[src/sv/hcbd_pkg.sv]
// shared types, constants and helpers for the chunked body decoder
// no dependencies; compiled before the interfaces and modules
package hcbd_pkg;

  localparam int LEN_BITS   = 32;
  localparam int HEX_RADIX  = 16;
  localparam int DIGIT_BITS = $clog2(HEX_RADIX);
  localparam int KIND_BITS  = 2;

  localparam logic [7:0] LF_CHAR = 8'h0A;

  typedef logic [LEN_BITS-1:0] len_t;

  typedef enum logic [KIND_BITS-1:0] {
    KIND_FRAMING = 2'd0,
    KIND_PAYLOAD = 2'd1,
    KIND_DONE    = 2'd2
  } kind_t;

  // input register contents handed to the decode core
  typedef struct packed {
    logic       valid;
    logic [7:0] data;
  } stage_t;

  typedef struct packed {
    logic                  ok;
    logic [DIGIT_BITS-1:0] val;
  } hex_digit_t;

  function automatic hex_digit_t hex_value(input logic [7:0] c);
    hex_digit_t r;
    r.ok  = 1'b1;
    r.val = '0;
    if (c >= 8'h30 && c <= 8'h39) begin
      r.val = DIGIT_BITS'(c - 8'h30);
    end else if (c >= 8'h61 && c <= 8'h66) begin
      r.val = DIGIT_BITS'(c - 8'h61 + 8'd10);
    end else if (c >= 8'h41 && c <= 8'h46) begin
      r.val = DIGIT_BITS'(c - 8'h41 + 8'd10);
    end else begin
      r.ok = 1'b0;
    end
    return r;
  endfunction

endpackage

[src/sv/hcbd_if.sv]
// valid/ready channel interfaces for raw body bytes and decoded results
// depends on hcbd_pkg for the kind field width
interface hcbd_in_if;
  logic       valid;
  logic       ready;
  logic [7:0] in_byte;

  modport source (output valid, output in_byte, input ready);
  modport sink   (input valid, input in_byte, output ready);
endinterface

interface hcbd_out_if;
  logic                           valid;
  logic                           ready;
  logic [7:0]                     out_byte;
  logic [hcbd_pkg::KIND_BITS-1:0] kind;
  logic                           chunk_last;
  logic                           size_overflow;

  modport source (output valid, output out_byte, output kind, output chunk_last,
                  output size_overflow, input ready);
  modport sink   (input valid, input out_byte, input kind, input chunk_last,
                  input size_overflow, output ready);
endinterface

[src/sv/hcbd_in_reg.sv]
// input register: holds one raw byte until the decode core takes it
// depends on hcbd_pkg and hcbd_in_if
module hcbd_in_reg (
  input  logic             clk,
  input  logic             rst,
  hcbd_in_if.sink          in_ch,
  input  logic             take,
  output hcbd_pkg::stage_t stg
);

  logic       valid;
  logic       valid_next;
  logic [7:0] data;
  logic       accept;

  // a new item may enter as the held one leaves
  assign in_ch.ready = !valid || take;
  assign accept      = in_ch.valid && in_ch.ready;

  always_comb begin
    valid_next = valid;
    if (accept) begin
      valid_next = 1'b1;
    end else if (take) begin
      valid_next = 1'b0;
    end
  end

  always_ff @(posedge clk) begin
    if (rst) begin
      valid <= 1'b0;
    end else begin
      valid <= valid_next;
    end
    if (accept) begin
      data <= in_ch.in_byte;
    end
  end

  assign stg.valid = valid;
  assign stg.data  = data;

endmodule

[src/sv/hcbd_core.sv]
// decode core: framing state, chunk counters and the result register
// depends on hcbd_pkg and hcbd_out_if
module hcbd_core (
  input  logic             clk,
  input  logic             rst,
  input  logic             cfg_write,
  input  logic             cfg_data,
  input  hcbd_pkg::stage_t stg,
  output logic             take,
  hcbd_out_if.source       out_ch
);

  typedef enum logic [1:0] {
    PH_SIZE = 2'd0,
    PH_BODY = 2'd1,
    PH_END  = 2'd2
  } phase_t;

  phase_t         phase, phase_next;
  logic           hex_done, hex_done_next;
  hcbd_pkg::len_t size_accum, size_accum_next;
  hcbd_pkg::len_t bytes_left, bytes_left_next;
  logic           chunk_was_empty, chunk_was_empty_next;
  logic           line_overflow, line_overflow_next;
  logic           discard_payload;

  logic            res_valid;
  logic [7:0]      res_byte, res_byte_next;
  hcbd_pkg::kind_t res_kind, res_kind_next;
  logic            res_last, res_last_next;
  logic            res_ovf, res_ovf_next;

  hcbd_pkg::hex_digit_t digit;
  hcbd_pkg::len_t       left_dec;
  logic                 is_lf;

  assign take     = stg.valid && (!res_valid || out_ch.ready);
  assign digit    = hcbd_pkg::hex_value(stg.data);
  assign left_dec = bytes_left - hcbd_pkg::len_t'(1);
  assign is_lf    = stg.data == hcbd_pkg::LF_CHAR;

  always_comb begin
    phase_next           = phase;
    hex_done_next        = hex_done;
    size_accum_next      = size_accum;
    bytes_left_next      = bytes_left;
    chunk_was_empty_next = chunk_was_empty;
    line_overflow_next   = line_overflow;
    res_byte_next        = 8'h00;
    res_kind_next        = hcbd_pkg::KIND_FRAMING;
    res_last_next        = 1'b0;
    res_ovf_next         = 1'b0;
    case (phase)
      PH_BODY: begin
        if (bytes_left == '0) begin
          phase_next = PH_END;
        end else begin
          bytes_left_next = left_dec;
          if (!discard_payload) begin
            res_kind_next = hcbd_pkg::KIND_PAYLOAD;
            res_byte_next = stg.data;
          end
          if (left_dec == '0) begin
            res_last_next = 1'b1;
            phase_next    = PH_END;
          end
        end
      end
      PH_END: begin
        if (is_lf) begin
          if (chunk_was_empty) begin
            res_kind_next        = hcbd_pkg::KIND_DONE;
            chunk_was_empty_next = 1'b0;
          end
          phase_next         = PH_SIZE;
          hex_done_next      = 1'b0;
          size_accum_next    = '0;
          line_overflow_next = 1'b0;
        end
      end
      default: begin
        // size line, also reached from the unused phase code
        phase_next = PH_SIZE;
        if (is_lf) begin
          res_ovf_next = line_overflow;
          if (size_accum == '0) begin
            chunk_was_empty_next = 1'b1;
            bytes_left_next      = '0;
            phase_next           = PH_END;
          end else begin
            chunk_was_empty_next = 1'b0;
            bytes_left_next      = size_accum;
            phase_next           = PH_BODY;
          end
          hex_done_next      = 1'b0;
          size_accum_next    = '0;
          line_overflow_next = 1'b0;
        end else begin
          if (hex_done || !digit.ok) begin
            hex_done_next = 1'b1;
          end else if (size_accum[hcbd_pkg::LEN_BITS-1 -: hcbd_pkg::DIGIT_BITS] != '0) begin
            // next digit would shift bits out: saturate
            size_accum_next    = '1;
            line_overflow_next = 1'b1;
          end else begin
            size_accum_next = {size_accum[hcbd_pkg::LEN_BITS-hcbd_pkg::DIGIT_BITS-1:0],
                               digit.val};
          end
          res_ovf_next = line_overflow_next;
        end
      end
    endcase
  end

  always_ff @(posedge clk) begin
    if (rst) begin
      phase           <= PH_SIZE;
      hex_done        <= 1'b0;
      size_accum      <= '0;
      bytes_left      <= '0;
      chunk_was_empty <= 1'b0;
      line_overflow   <= 1'b0;
      discard_payload <= 1'b0;
      res_valid       <= 1'b0;
    end else begin
      if (cfg_write) begin
        discard_payload <= cfg_data;
      end
      if (take) begin
        phase           <= phase_next;
        hex_done        <= hex_done_next;
        size_accum      <= size_accum_next;
        bytes_left      <= bytes_left_next;
        chunk_was_empty <= chunk_was_empty_next;
        line_overflow   <= line_overflow_next;
        res_valid       <= 1'b1;
      end else if (out_ch.ready) begin
        res_valid <= 1'b0;
      end
    end
    if (take) begin
      res_byte <= res_byte_next;
      res_kind <= res_kind_next;
      res_last <= res_last_next;
      res_ovf  <= res_ovf_next;
    end
  end

  assign out_ch.valid         = res_valid;
  assign out_ch.out_byte      = res_byte;
  assign out_ch.kind          = res_kind;
  assign out_ch.chunk_last    = res_last;
  assign out_ch.size_overflow = res_ovf;

`ifndef SYNTHESIS
  a_last_on_final_byte: assert property (@(posedge clk) disable iff (rst)
    take && phase == PH_BODY && bytes_left == hcbd_pkg::len_t'(1)
      |=> res_valid && res_last && phase == PH_END)
    else $error("final payload byte of a chunk not marked");

  a_empty_chunk: assert property (@(posedge clk) disable iff (rst)
    take && phase == PH_SIZE && is_lf && size_accum == '0
      |=> phase == PH_END && chunk_was_empty)
    else $error("zero-size chunk did not arm message completion");

  a_counter_holds: assert property (@(posedge clk) disable iff (rst)
    !take |=> $stable(bytes_left) && $stable(phase))
    else $error("decode state moved without an item");

  a_last_not_done: assert property (@(posedge clk) disable iff (rst)
    res_valid && res_last |-> res_kind != hcbd_pkg::KIND_DONE)
    else $error("chunk end flagged on a completion result");
`endif

endmodule

[src/sv/http_chunked_body_decoder_unit.sv]
// chunked body decoder: input register, decode core, result register
// an accepted byte waits in the input register, then its result in the result register
// throughput: one byte per cycle while the receiver takes each result; the core state updates as each byte is taken
// the input register takes one new byte while the previous result waits
// reset (rst, synchronous): size-line phase, counters cleared, discard_payload 0
module http_chunked_body_decoder_unit (
  input  logic        clk,
  input  logic        rst,
  input  logic        cfg_write,
  input  logic        cfg_data,
  hcbd_in_if.sink     in_ch,
  hcbd_out_if.source  out_ch
);

  hcbd_pkg::stage_t stg;
  logic             take;

  hcbd_in_reg u_in_reg (
    .clk   (clk),
    .rst   (rst),
    .in_ch (in_ch),
    .take  (take),
    .stg   (stg)
  );

  hcbd_core u_core (
    .clk       (clk),
    .rst       (rst),
    .cfg_write (cfg_write),
    .cfg_data  (cfg_data),
    .stg       (stg),
    .take      (take),
    .out_ch    (out_ch)
  );

endmodule

[src/flat_wrapper.sv]
// flat-port wrapper written by rule: the top's interface ports become plain ports
module http_chunked_body_decoder_unit_flat 
  (clk, rst, cfg_write, cfg_data, in_ch_valid, in_ch_in_byte, in_ch_ready, out_ch_valid, out_ch_out_byte, out_ch_kind, out_ch_chunk_last, out_ch_size_overflow, out_ch_ready);
  hcbd_in_if in_ch_i ();
  hcbd_out_if out_ch_i ();
  input  logic clk;
  input  logic rst;
  input  logic cfg_write;
  input  logic cfg_data;
  input wire logic [$bits(in_ch_i.valid)-1:0] in_ch_valid;
  input wire logic [$bits(in_ch_i.in_byte)-1:0] in_ch_in_byte;
  output wire logic [$bits(in_ch_i.ready)-1:0] in_ch_ready;
  output wire logic [$bits(out_ch_i.valid)-1:0] out_ch_valid;
  output wire logic [$bits(out_ch_i.out_byte)-1:0] out_ch_out_byte;
  output wire logic [$bits(out_ch_i.kind)-1:0] out_ch_kind;
  output wire logic [$bits(out_ch_i.chunk_last)-1:0] out_ch_chunk_last;
  output wire logic [$bits(out_ch_i.size_overflow)-1:0] out_ch_size_overflow;
  input wire logic [$bits(out_ch_i.ready)-1:0] out_ch_ready;
  assign in_ch_i.valid = in_ch_valid;
  assign in_ch_i.in_byte = in_ch_in_byte;
  assign in_ch_ready = in_ch_i.ready;
  assign out_ch_valid = out_ch_i.valid;
  assign out_ch_out_byte = out_ch_i.out_byte;
  assign out_ch_kind = out_ch_i.kind;
  assign out_ch_chunk_last = out_ch_i.chunk_last;
  assign out_ch_size_overflow = out_ch_i.size_overflow;
  assign out_ch_i.ready = out_ch_ready;
  http_chunked_body_decoder_unit u_core (.clk(clk), .rst(rst), .cfg_write(cfg_write), .cfg_data(cfg_data), .in_ch(in_ch_i), .out_ch(out_ch_i));
endmodule
[config.mk]
export PLATFORM = sky130hd
export DESIGN_NAME = http_chunked_body_decoder_unit_flat
export DESIGN_NICKNAME = d
export VERILOG_FILES = /design/src/sv/hcbd_pkg.sv /design/src/sv/hcbd_if.sv /design/src/sv/hcbd_in_reg.sv /design/src/sv/hcbd_core.sv /design/src/sv/http_chunked_body_decoder_unit.sv /design/src/flat_wrapper.sv
export SDC_FILE = /design/constraint.sdc
export NUM_CORES = 1
export LEC_CHECK = 0
export ABC_AREA = 1
export BUFFER_PORTS_ARGS = -buffer_cell sky130_fd_sc_hd__buf_2
export CAP_MARGIN = 15
export CORE_MARGIN = 2
export CORE_UTILIZATION = 35
export DETAILED_ROUTE_END_ITERATION = 10
export HOLD_SLACK_MARGIN = 0.03
export REMOVE_ABC_BUFFERS = 1
export SYNTH_ARGS = -nofsm -noshare
export SYNTH_HDL_FRONTEND = slang
export SYNTH_SLANG_ARGS = --single-unit
[constraint.sdc]
create_clock -name clk -period 5.3 [get_ports clk]
set_input_delay 0.795 -clock clk [delete_from_list [all_inputs] [get_ports clk]]
set_output_delay 0.795 -clock clk [all_outputs]
set_load 0.05 [all_outputs]
Yosys cells after proc, flatten, opt, wreduce, memory -nomap -nowiden

Cells that the tools add are included.

Flip-flop bits (word level): 92
Bits in latches: 0
Bits in writable memories: 0
Memory bits (read-only): 0
Input bits: 14
Logic and storage cells: 106
Memories: 0

$add $sub $neg: 6
$mul: 0
Div/mod/pow operators: 0
Order comparisons: 6
Equality and inequality tests: 7
Shift-type cells: 0
Multiplexer cells: 43
Bitwise gates (word level): 2
Reductions and logical operators: 28

Operator list:

| cell                                                                                 | count |
|---|---|
| 32-bit two-way mux                                                                   | 7 |
| 32-bit one-hot mux with 2 select lines                                               | 2 |
| 32-bit zero test                                                                     | 3 |
| 32-bit by 1-bit subtractor with 32-bit output (second input constant)                | 1 |
| 1-bit two-way mux                                                                    | 19 |
| 8-bit by 7-bit greater-or-equal comparator with 1-bit output (second input constant) | 2 |
| 8-bit by 7-bit <= comparator with 1-bit output (second input constant)               | 2 |
| 2-bit two-way mux                                                                    | 7 |
| 4-bit two-way mux                                                                    | 3 |
| 4-bit AND reduction                                                                  | 3 |
| 4-bit by 1-bit subtractor with 4-bit output (second input constant)                  | 3 |
| 3-bit AND reduction                                                                  | 3 |
| 4-bit adder (second input constant)                                                  | 2 |
| 8-bit by 4-bit == test with 1-bit output (second input constant)                     | 1 |
| 8-bit by 6-bit greater-or-equal comparator with 1-bit output (second input constant) | 1 |
| 8-bit by 6-bit <= comparator with 1-bit output (second input constant)               | 1 |
| 2-bit one-hot mux with 2 select lines                                                | 2 |
| 2-bit nonzero test                                                                   | 4 |
| 2-bit != test (second input constant)                                                | 3 |
| 1-bit one-hot mux with 2 select lines                                                | 3 |
| 1-bit logical AND                                                                    | 5 |
| 4-bit nonzero test                                                                   | 1 |
| 2-bit OR reduction                                                                   | 2 |
| 1-bit zero test                                                                      | 3 |
| other kinds (6)                                                                      | 9 |

Depth between registers and ports, before layout

Gate-level depths: netlist of run 1.

Depth after elaboration: 10
Depth in mapped cells: 17

Cells and area by module

A second synthesis of run 1 with hierarchy kept.

Cells, all modules: 786
Area, all modules: 5445.2 µm²

Modules (own cells, without submodules):

| module      | instances | cells each | area each (µm²) | sequential area each (µm²) |
|---|---|---|---|---|
| hcbd_core   | 1         | 771        | 5149.9          | 1781.7 |
| hcbd_in_reg | 1         | 15         | 295.3           | 260.2 |

Worst setup path after synthesis of run 1

Ideal clock, no wire load.

Kind: input to output
From: input port out_ch_ready
To: output port in_ch_ready
Arrival: 1255 ps
Data required time: 4505 ps
Setup slack: 3250 ps
Stages on the path: 2
Path buffers: 0
Path through: inv_1 nand3_1

Longest elaborated chain between the ends: 3

RTL lines:

| element           | RTL line           | RTL |
|---|---|---|
| start, declared   | flat_wrapper.sv:18 | `input wire logic [$bits(out_ch_i.ready)-1:0] out_ch_ready;` |
| 1-bit logical OR  | hcbd_core.sv:37    | `assign take = stg.valid && (!res_valid \|\| out_ch.ready);` |
| 1-bit logical AND | hcbd_core.sv:37    |  |
| 1-bit logical OR  | hcbd_in_reg.sv:17  | `assign in_ch.ready = !valid \|\| take;` |
| end, declared     | flat_wrapper.sv:12 | `output wire logic [$bits(in_ch_i.ready)-1:0] in_ch_ready;` |

No other way between the ends.

Worst setup path in the final report of run 1

From: register u_core.u_core.phase[1]
To: register u_core.u_core.size_accum[20]

Longest elaborated chain between the ends: 3
Elaborated cells on any way between the ends: 6
Those cells by class: eq/ne (3); mux (1); bitwise (1); reduce/logical (1)

RTL lines:

| element                                                                   | RTL line         | RTL |
|---|---|---|
| start, declared                                                           | hcbd_core.sv:19  | `phase_t phase, phase_next;` |
| start signal, assigned                                                    | hcbd_core.sv:130 | `phase <= phase_next;` |
| 2-bit == test or 2-bit by 1-bit == test with 1-bit output (tied branches) | hcbd_core.sv:53  | `case (phase)` |
| 2-bit != test (no source line) or 1-bit inverter (tied branches)          | --               |  |
| 4-bit AND reduction (no source line)                                      | --               |  |
| end signal, assigned                                                      | hcbd_core.sv:132 | `size_accum <= size_accum_next;` |
| end, declared                                                             | hcbd_core.sv:21  | `hcbd_pkg::len_t size_accum, size_accum_next;` |

Several ways; a longest one is shown, not always the timed one.
A chain may end at the register's enable or synchronous reset.

==> metrics, run 1 <==
# fillers 1568; Synth Cell Area between 0.005 and 0.006 mm2; most common cell after layout, fill and taps aside nand2_1; worst slack, placed ~2.2 ns; area of the multi-input gates ~0.0028 mm2; Gates resized, CTS repair 0; Power Dens Cells approximately 280 mW/mm2; Startpoint Class flop; Req. time, crit path 5.53 ns; Setup TNS 0 ns; Area Growth Syn to Fin 10.3%; global route hottest layer met2; Worst Hold Class reg -> reg; met3 Usage GRT 4.02%; Clock Tree Root clkbuf_16; Detailed Route WL between 10000 and 15000 um; final worst-path cycle share between 60 and 70%; die area about 0.016 mm2; pins over their slew limit 0; Critical Path End Type flop; routability cong. 0.864; Residual DRC 0; largest cells by area after synthesis dfxtp_1, edfxtp_1, nand2_1; Die Height around 130 um; Fin. Hold Viols 0; Max Cap Viol 0; Max clock buf depth 2; TritonCTS buffer count 9; final cell count without fillers approximately 940; Worst-path clk slew around 0.070 ns; relative slew slack about a quarter; most frequent cells in the layout nand2_1, nor2_1, inv_1, dfxtp_1, o21ai_0; PnR worst setup slack roughly 2.1 ns; share of cells above drive strength 1 14.2%; Setup Skew approximately 0.0093 ns; post-route ant nets 0; Placed Instances just over 900; drt first pass iters 5; first-pass GRT wire length 22100 um; register area 0.00204 mm2; port bufs 27; area share of the largest cell type after synthesis ~27%; H-tree levels 3; Global Route Usage Sum between 15 and 20%; Clock Sinks between 90 and 100; Mapped Cells ~740; drt wl/cell about 14 um; Die W 127 um; vias about 4800; critical path type reg -> reg; DR vias/cell slightly above 5; Worst Max-Slew Pin Slew between 1 and 1.5 ns; Synth area leader dfxtp_1; post-synth cell types 40; Achievable Freq 312 MHz; # diodes 0; DRT iter0 DRCs roughly 430; vias in the first global route ~4300; Worst EP arrival roughly 3.4 ns; worst hold margin approximately 0.48 ns; Layout Nets around 770; synth warn 0; Starting Density a little over a third; worst vdd ir 0.135 mV; register bit total from synthesis between 90 and 100; Avg Inst Size Synth 7.20 um2; maximum fanout along the worst path 40; endpoints failing setup 0; core area between 0.015 and 0.02 mm2; Post-CTS Setup Inserts 0; outcome finished clean; RSZ-0062 raised after global routing no; cell leakage power around 2.5 nW; largest net degree at the start of global routing 41; GR met1 Demand/Resource 24.9%; Site Rows 45; GRT met2 Usage around 26%; initial antenna violation count 0; gr ovfl total 0; CTS Hold Bufs 0; num ports 28; Final min period 3.20 ns; Worst-Skew Late Latency 0.36 ns; HPWL after DPL around 10000 um; CTS tree done; Seq/Total Area, Yosys about two fifths
[worst max-delay path: stages (launching register included)]
cell and delay, ns:
dfxtp_1 0.35, inv_1 0.05, ha_1 0.55, inv_1 0.23
buf_4 0.36, nand2_1 0.19, nor2_4 0.57, inv_1 0.41
o21ai_0 0.28, a21oi_1 0.06
[registers in the layout (all words and copies together) (netlist names), 2 cells and up]
signal,cells
u_core.u_core.size_accum,32
u_core.u_core.out_ch.kind,2
u_core.u_core.phase,2
u_core.u_in_reg.data,8
u_core.u_core.bytes_left,32
u_core.u_core.out_ch.out_byte,8
[area by class of cell]
class / instances / share of cell area, %
Multi-Input combinational cell: 541 / 48.3
Sequential cell: 92 / 34.7
Inverter: 75 / 4.78
Tap cell: 188 / 3.99
Clock buffer: 9 / 3.82
Timing Repair Buffer: 32 / 3.27
Clock inverter: 7 / 1.13
[path summary, 6_finish.rpt]
check | start | cells past startpoint | end | slack [ns]
setup / recovery | u_core.u_core.phase[1] | 9 | u_core.u_core.size_accum[20] | 2.10
hold / removal | u_core.u_core.chunk_was_empty | 2 | u_core.u_core.chunk_was_empty | 0.48
setup reg to reg | u_core.u_core.phase[1] | 9 | u_core.u_core.size_accum[20] | 2.10
hold reg to reg | u_core.u_core.chunk_was_empty | 2 | u_core.u_core.chunk_was_empty | 0.48
[Yosys cell counts, drive strengths merged]
master and number:
o211a 2, ha 9, nor3 2, a31oi 9, clkbuf 21, or2 1
nor4 9, nand3b 3, clkinv 1, a21oi 65, xor2 2, nand2 150
and2 1, edfxtp 20, inv 74, o211ai 2, a211oi 28, xnor2 3
o21ai 76, buf 12, nand3 29, nor2 136, nand4 14, dfxtp 72
[cells by family after synthesis]
group	count (synthesis)	synth area share (%)
and+or+nand+nor	345	29.0
AOI/OAI and AO/OA	182	21.1
buffers and inverters	108	8.53
DFF	92	38.3
adders and majority gates	9	2.11
xor gates and xnor gates	5	0.961
[metrics by stage]
| stage | power (mW) | util [%] | cell area, um2 |
|---|---|---|---|
| after detailed placement | 0.993 | 37.0 | 5570 |
| after global placement | 0.992 | 37.0 | 5570 |
| after CTS | 1.64 | 39.0 | 5860 |
| after global routing | 1.70 | 39.2 | 5890 |
| after floorplan | 0.928 | - | 5160 |
| final | 1.62 | 39.2 | 5890 |
[per-layer routing]
metal | vias up | share of wire [%]
met2 | 71 | 44
met3 | 8 | 3.7
li1 | 2495 | -
met1 | 2179 | 51
met5 | - | 0
met4 | 0 | 0.97
[where the power goes]
| group | leakage (nW) | switching [mW] | internal, mW |
|---|---|---|---|
| clock network | 0.144 | 0.309 | 0.331 |
| registers | 0.776 | 0.0137 | 0.732 |
| logic | 1.60 | 0.162 | 0.0723 |
No activity file was read; power rests on OpenSTA's default activity.
==> run 2: changes to the inputs <==
==> constraint.sdc (replaced) <==
create_clock -name clk -period 3.15 [get_ports clk]
set_input_delay 0.4725 -clock clk [delete_from_list [all_inputs] [get_ports clk]]
set_output_delay 0.4725 -clock clk [all_outputs]
set_load 0.05 [all_outputs]
==> run 2 against run 1 <==
Power is 68% higher. Via count is 2.5% higher. Clock power is 67% higher. Fmax is 26% higher. Hold slack worse by 0.19 ns. Sequential share of layout area is 0.052 points lower. Clock skew is 0.0038 ns higher. Count of clock-buffer cells in the layout stayed put. Worst setup slack worse by 1.5 ns. Critical path depth is 1 lower. Register-to-register slack worse by 1.5 ns. Design area is 0.15% higher.
==> metrics, run 2 (same netlist as run 1, synthesis figures left out) <==
outcome finished clean; largest net degree at the start of global routing 41 (unchanged); Post-CTS Setup Inserts 0 (unchanged); HPWL after DPL 10100 um (+4.0%); # fillers 1579 (+0.70%); initial antenna violation count 0 (unchanged); Detailed Route WL 14000 um (+4.9%); drt wl/cell 14.8 um (+4.4%); r2r worst-path depth 8 (-1); Layout Nets 778 (+0.52%); register area 0.00204 mm2 (unchanged); num ports 28 (unchanged); # diodes 0 (unchanged); Clock Tree Root clkbuf_16; Starting Density 35.5% (unchanged); Area Growth Syn to Fin 10.5%; gr ovfl total 0 (unchanged); cell leakage power 2.54 nW (+0.53%); DR vias/cell 5.14 (+2.0%); pins over their slew limit 0 (unchanged); die area 0.0163 mm2 (unchanged); Clock Sinks 92 (unchanged); Residual DRC 0 (unchanged); Startpoint Class flop; final core utilization 39.2% (+0.058 points); Max clock buf depth 2 (unchanged); Hold Crit Start in_ch_in_byte[2]; H-tree levels 3 (unchanged); Max Cap Viol 0 (unchanged); Final min period 2.55 ns (-0.655 ns); vias in the first global route 4417 (+3.6%); Gates resized, CTS repair 0 (unchanged); Achievable Freq 393 MHz (+26%); area of the multi-input gates 0.00285 mm2 (unchanged); relative slew slack 32.7% (+6.5 points); first-pass GRT wire length 23000 um (+4.1%); core area 0.0150 mm2 (unchanged); Critical R2R Launch u_core.u_in_reg.data[0]; share of cells above drive strength 1 14.7% (+0.58 points); drt first pass iters 7 (+2); Critical Path End Type flop; Die W 127 um (unchanged); Worst-Skew Late Latency 0.35 ns (about the same); most common cell after layout, fill and taps aside nand2_1; Setup Skew 0.0131 ns (+0.00384 ns); Worst-path clk slew 0.08 ns (about the same); Final Cell Area 0.00590 mm2 (+0.15%); Global Route Usage Sum 17.8% (+0.64 points); Critical Path Start u_core.u_in_reg.data[0]; port bufs 27 (unchanged); post-placement cell area 0.00561 mm2 (+0.67%); CTS tree done; critical path type reg -> reg; RSZ-0062 raised after global routing no; Fin. Hold Viols 0 (unchanged); final worst-path cycle share 80.9% (+20 points); CTS Hold Bufs 0 (unchanged); post-route ant nets 0 (unchanged); Req. time, crit path 3.43 ns (-2.10 ns); DRT iter0 DRCs 355 (-17%); Die Height 127 um (unchanged); Worst EP arrival 2.82 ns (-0.61 ns); routability cong. 0.899 (+4.0%); Largest regs u_core.u_core.bytes_left: 32 flops, u_core.u_core.size_accum: 32 flops; Site Rows 45 (unchanged); TritonCTS buffer count 9 (unchanged); endpoints failing setup 0 (unchanged); most frequent cells in the layout nand2_1, nor2_1, inv_1, dfxtp_1, o21ai_0; maximum fanout along the worst path 36 (-10%); Worst Hold Class in -> reg; Worst Max-Slew Pin Slew 1.01 ns (-0.0982 ns); worst vdd ir 0.248 mV (+83%); vias 4870 (+2.5%); Power Dens Cells 462 mW/mm2 (+68%); hold path cells 1 (-1)
## run 2: cell types whose count changed in the layout (fill, tap and decap cells not counted)
cell,before,now
inv_8,1,0
clkinv_4,0,1
buf_4,4,9
clkinv_2,0,1
clkinv_1,2,1
buf_16,1,0
## run 2: path summary, 6_finish.rpt
check / end / slack, ns
worst max-delay path: u_core.u_core.bytes_left[15] / 0.60
worst min-delay path: u_core.u_in_reg.data[2] / 0.29
worst max register to register: u_core.u_core.bytes_left[15] / 0.60
worst min register to register: u_core.u_core.chunk_was_empty / 0.48
## run 2: through the flow
| stage | hold slack [ns] | TNS [ns] | total power, mW | setup WS, ns | instances |
|---|---|---|---|---|---|
| after detailed placement | 0.474 | 0 | 1.68 | 0.633 | 932 |
| after global placement | 0.461 | 0 | 1.68 | 0.704 | 932 |
| final | 0.288 | 0 | 2.73 | 0.602 | 948 |
| after CTS | 0.278 | 0 | 2.75 | 0.593 | 948 |
| after floorplan | 0.438 | -11.10 | 1.56 | -0.649 | 708 |
| after global routing | 0.273 | 0 | 2.84 | 0.271 | 948 |
## run 2: where the power goes
part | internal (mW) | switching, mW | total, mW
Sequential | 1.23 | 0.0241 | 1.26
Combinational | 0.122 | 0.276 | 0.397
Clock | 0.554 | 0.519 | 1.07
Total | 1.91 | 0.818 | 2.73
## run 2: layout make-up
| cell class | count | area share [%] |
|---|---|---|
| Inverter | 75 | 4.77 |
| Multi-Input combinational cell | 541 | 48.2 |
| Timing Repair Buffer | 36 | 3.44 |
| Sequential cell | 92 | 34.6 |
| Clock buffer | 9 | 3.82 |
| Tap cell | 188 | 3.99 |
| Clock inverter | 7 | 1.10 |
## run 2: worst max-delay path, stage by stage (launching register included)
cell and delay, ns:
edfxtp_1 0.47, inv_1 0.14, ha_1 0.17, nand4_2 0.22, nor2_1 0.26, o21ai_2 0.10
inv_1 0.73, o21ai_0 0.17, a31oi_1 0.19
## run 2: layer usage
metal | part of all wire (%) | track usage, % | up-vias
met5 | 0 | 0 | -
met4 | 1.0 | 4.46 | 0
met3 | 3.6 | 3.31 | 7
met2 | 46 | 28.2 | 76
met1 | 49 | 25.0 | 2290
li1 | - | - | 2497
==> run 3: changes to the inputs <==
==> constraint.sdc (replaced) <==
create_clock -name clk -period 2.1 [get_ports clk]
set_input_delay 0.315 -clock clk [delete_from_list [all_inputs] [get_ports clk]]
set_output_delay 0.315 -clock clk [all_outputs]
set_load 0.05 [all_outputs]
==> run 3 against run 2 <==
First-iteration DRC count is 14% higher. Combinational power grew 80%. Clock power increased by 59%. Worst setup slack got worse by 0.53 ns. Non-clock buffer count is 65 higher. Sequential cell count stayed put. Power increased by 58%. Via count is 6.3% higher. Critical path type unchanged. Largest power group unchanged.
==> metrics, run 3 (same netlist as run 1, synthesis figures left out) <==
area of the multi-input gates 0.00309 mm2 (+8.7%); Clock Sinks 92 (unchanged); register area 0.00205 mm2 (+0.43%); largest net degree at the start of global routing 41 (unchanged); Final min period 2.03 ns (-0.518 ns); drt first pass iters 5 (-2); Largest regs u_core.u_core.bytes_left: 32 flops, u_core.u_core.size_accum: 32 flops; Worst Max-Slew Pin Slew 0.565 ns (-0.443 ns); die area 0.0163 mm2 (unchanged); Power Dens Cells 639 mW/mm2 (+38%); reg2reg setup slack 0.07 ns (-0.53 ns); Critical Path End Type flop; Critical R2R Launch u_core.u_in_reg.data[4]; Area Growth Syn to Fin 26.1%; Site Rows 45 (unchanged); routability cong. 0.875 (-2.7%); post-route ant nets 0 (unchanged); crit path cell chain nor4_2 > o211ai_1 > a21oi_2 > nor2_2 > nor2_4 > clkinvlp_4 > buf_6 > buf_6 > a21oi_2; DR vias/cell 5.10 (-0.65%); Global Route Usage Sum 18.1% (+0.37 points); final core utilization 44.8% (+5.6 points); worst path buffer plus inverter count 3 (+1); Worst Hold Class in -> reg; CP max stage delay 0.44 ns (-0.29 ns); TritonCTS buffer count 9 (unchanged); vias in the first global route 4630 (+4.8%); Setup Skew 0.00952 ns (-0.00361 ns); # fillers 1485 (-6.0%); gr ovfl total 0 (unchanged); Req. time, crit path 2.39 ns (-1.04 ns); critical path type reg -> reg; most frequent cells in the layout nand2_1, nor2_1, inv_1, dfxtp_1, buf_4; port bufs 27 (unchanged); family with the most delay on the worst path simple AND/OR/NAND/NOR gates; endpoints failing setup 0 (unchanged); Max stage delay cell, worst path edfxtp_1; last element of the critical path u_core.u_core.size_accum[15]; Max Cap Viol 0 (unchanged); vias 5175 (+6.3%); DRT iter0 DRCs 404 (+14%); Max clock buf depth 2 (unchanged); Worst-Skew Late Latency 0.36 ns (about the same); outcome finished clean; Worst EP arrival 2.32 ns (-0.50 ns); Final Cell Area 0.00673 mm2 (+14%); cell leakage power 2.94 nW (+16%); RSZ-0062 raised after global routing yes; drt wl/cell 14.5 um (-1.8%); Detailed Route WL 14700 um (+5.0%); core area 0.0150 mm2 (unchanged); Die Height 127 um (unchanged); maximum fanout along the worst path 6 (-83%); r2r worst-path depth 9 (+1); pins over their slew limit 0 (unchanged); relative slew slack 62.4% (+30 points); Startpoint Class flop; Fin. Hold Viols 0 (unchanged); share of cells above drive strength 1 29.7% (+15 points); Starting Density 35.5% (unchanged); HPWL after DPL 10400 um (+2.8%); Crit path depth 9 (+1); # diodes 0 (unchanged); final worst-path cycle share 96.7% (+16 points); Residual DRC 0 (unchanged); Die W 127 um (unchanged); CTS tree done; first-pass GRT wire length 23400 um (+2.1%); Clock Tree Root clkbuf_16; most common cell after layout, fill and taps aside nand2_1; Worst-path clk slew 0.08 ns (about the same); Layout Nets 844 (+8.5%); Critical Path Start u_core.u_in_reg.data[4]; H-tree levels 3 (unchanged); Achievable Freq 493 MHz (+26%); worst vdd ir 0.391 mV (+58%); initial antenna violation count 0 (unchanged); num ports 28 (unchanged); FF-to-FF End u_core.u_core.size_accum[15]; post-placement cell area 0.00600 mm2 (+7.0%)
[run 3: changes by cell type in the layout (fill, tap and decap cells not counted), sizes merged]
cell      delta
buf         +65
clkinvlp     +1
inv          -1
nor2         +1
[run 3: stage by stage]
step | cells | TNS, ns | setup WS (ns) | hold slack (ns) | power (mW)
finish | 1014 | 0 | 0.0699 | 0.123 | 4.30
global route | 1014 | -0.455 | -0.0601 | 0.112 | 4.48
CTS | 995 | -0.00857 | -0.00771 | 0.112 | 4.28
detailed placement | 979 | -0.160 | -0.0810 | 0.466 | 2.58
global placement | 979 | -0.138 | -0.0701 | 0.459 | 2.58
floorplan | 708 | -77.17 | -1.70 | 0.384 | 2.34
[run 3: what timing repair did]
item                       CTS  global route
hold buffers                 0             0
resized for setup            2           104
setup buffers                0            17
cloned                       0             2
setup endpoints to repair    4            58
pin swaps                    0            34
[run 3: final cells by class]
cell class              instances  share of cell area [%]
repair buffers                101                    11.2
inverters                      75                    4.24
flip-flops and latches         92                    30.5
multi-input cells             542                    45.9
well taps                     188                    3.49
clock inverters                 7                    1.32
clock buffers                   9                    3.35
[run 3: how the worst min path moves through the flow]
stage	from	end	slack, ns	depth (start not counted)
6_report	in_ch_in_byte[0]	u_core.u_in_reg.data[0]	0.12	1
5_1_grt	in_ch_in_byte[6]	u_core.u_in_reg.data[6]	0.11	1
4_1_cts	in_ch_in_byte[1]	u_core.u_in_reg.data[1]	0.11	1
3_5_place_dp	u_core.u_core.chunk_was_empty	u_core.u_core.chunk_was_empty	0.47	2
3_3_place_gp	u_core.u_core.chunk_was_empty	u_core.u_core.chunk_was_empty	0.46	2
2_1_floorplan	rst	u_core.u_core.bytes_left[5]	0.38	1
[run 3: metal layers]
| metal | wire [um] | GRT usage (%) | part of all wire, % |
|---|---|---|---|
| met4 | 132 | 4.07 | 0.90 |
| met5 | 0 | 0 | 0 |
| met2 | 6820 | 29.2 | 46 |
| met3 | 665 | 3.94 | 4.5 |
| met1 | 7090 | 25.1 | 48 |
[run 3: report_power, final]
part           switching (mW)  internal [mW]
clock network           0.844          0.857
logic                   0.455          0.261
registers              0.0347           1.85
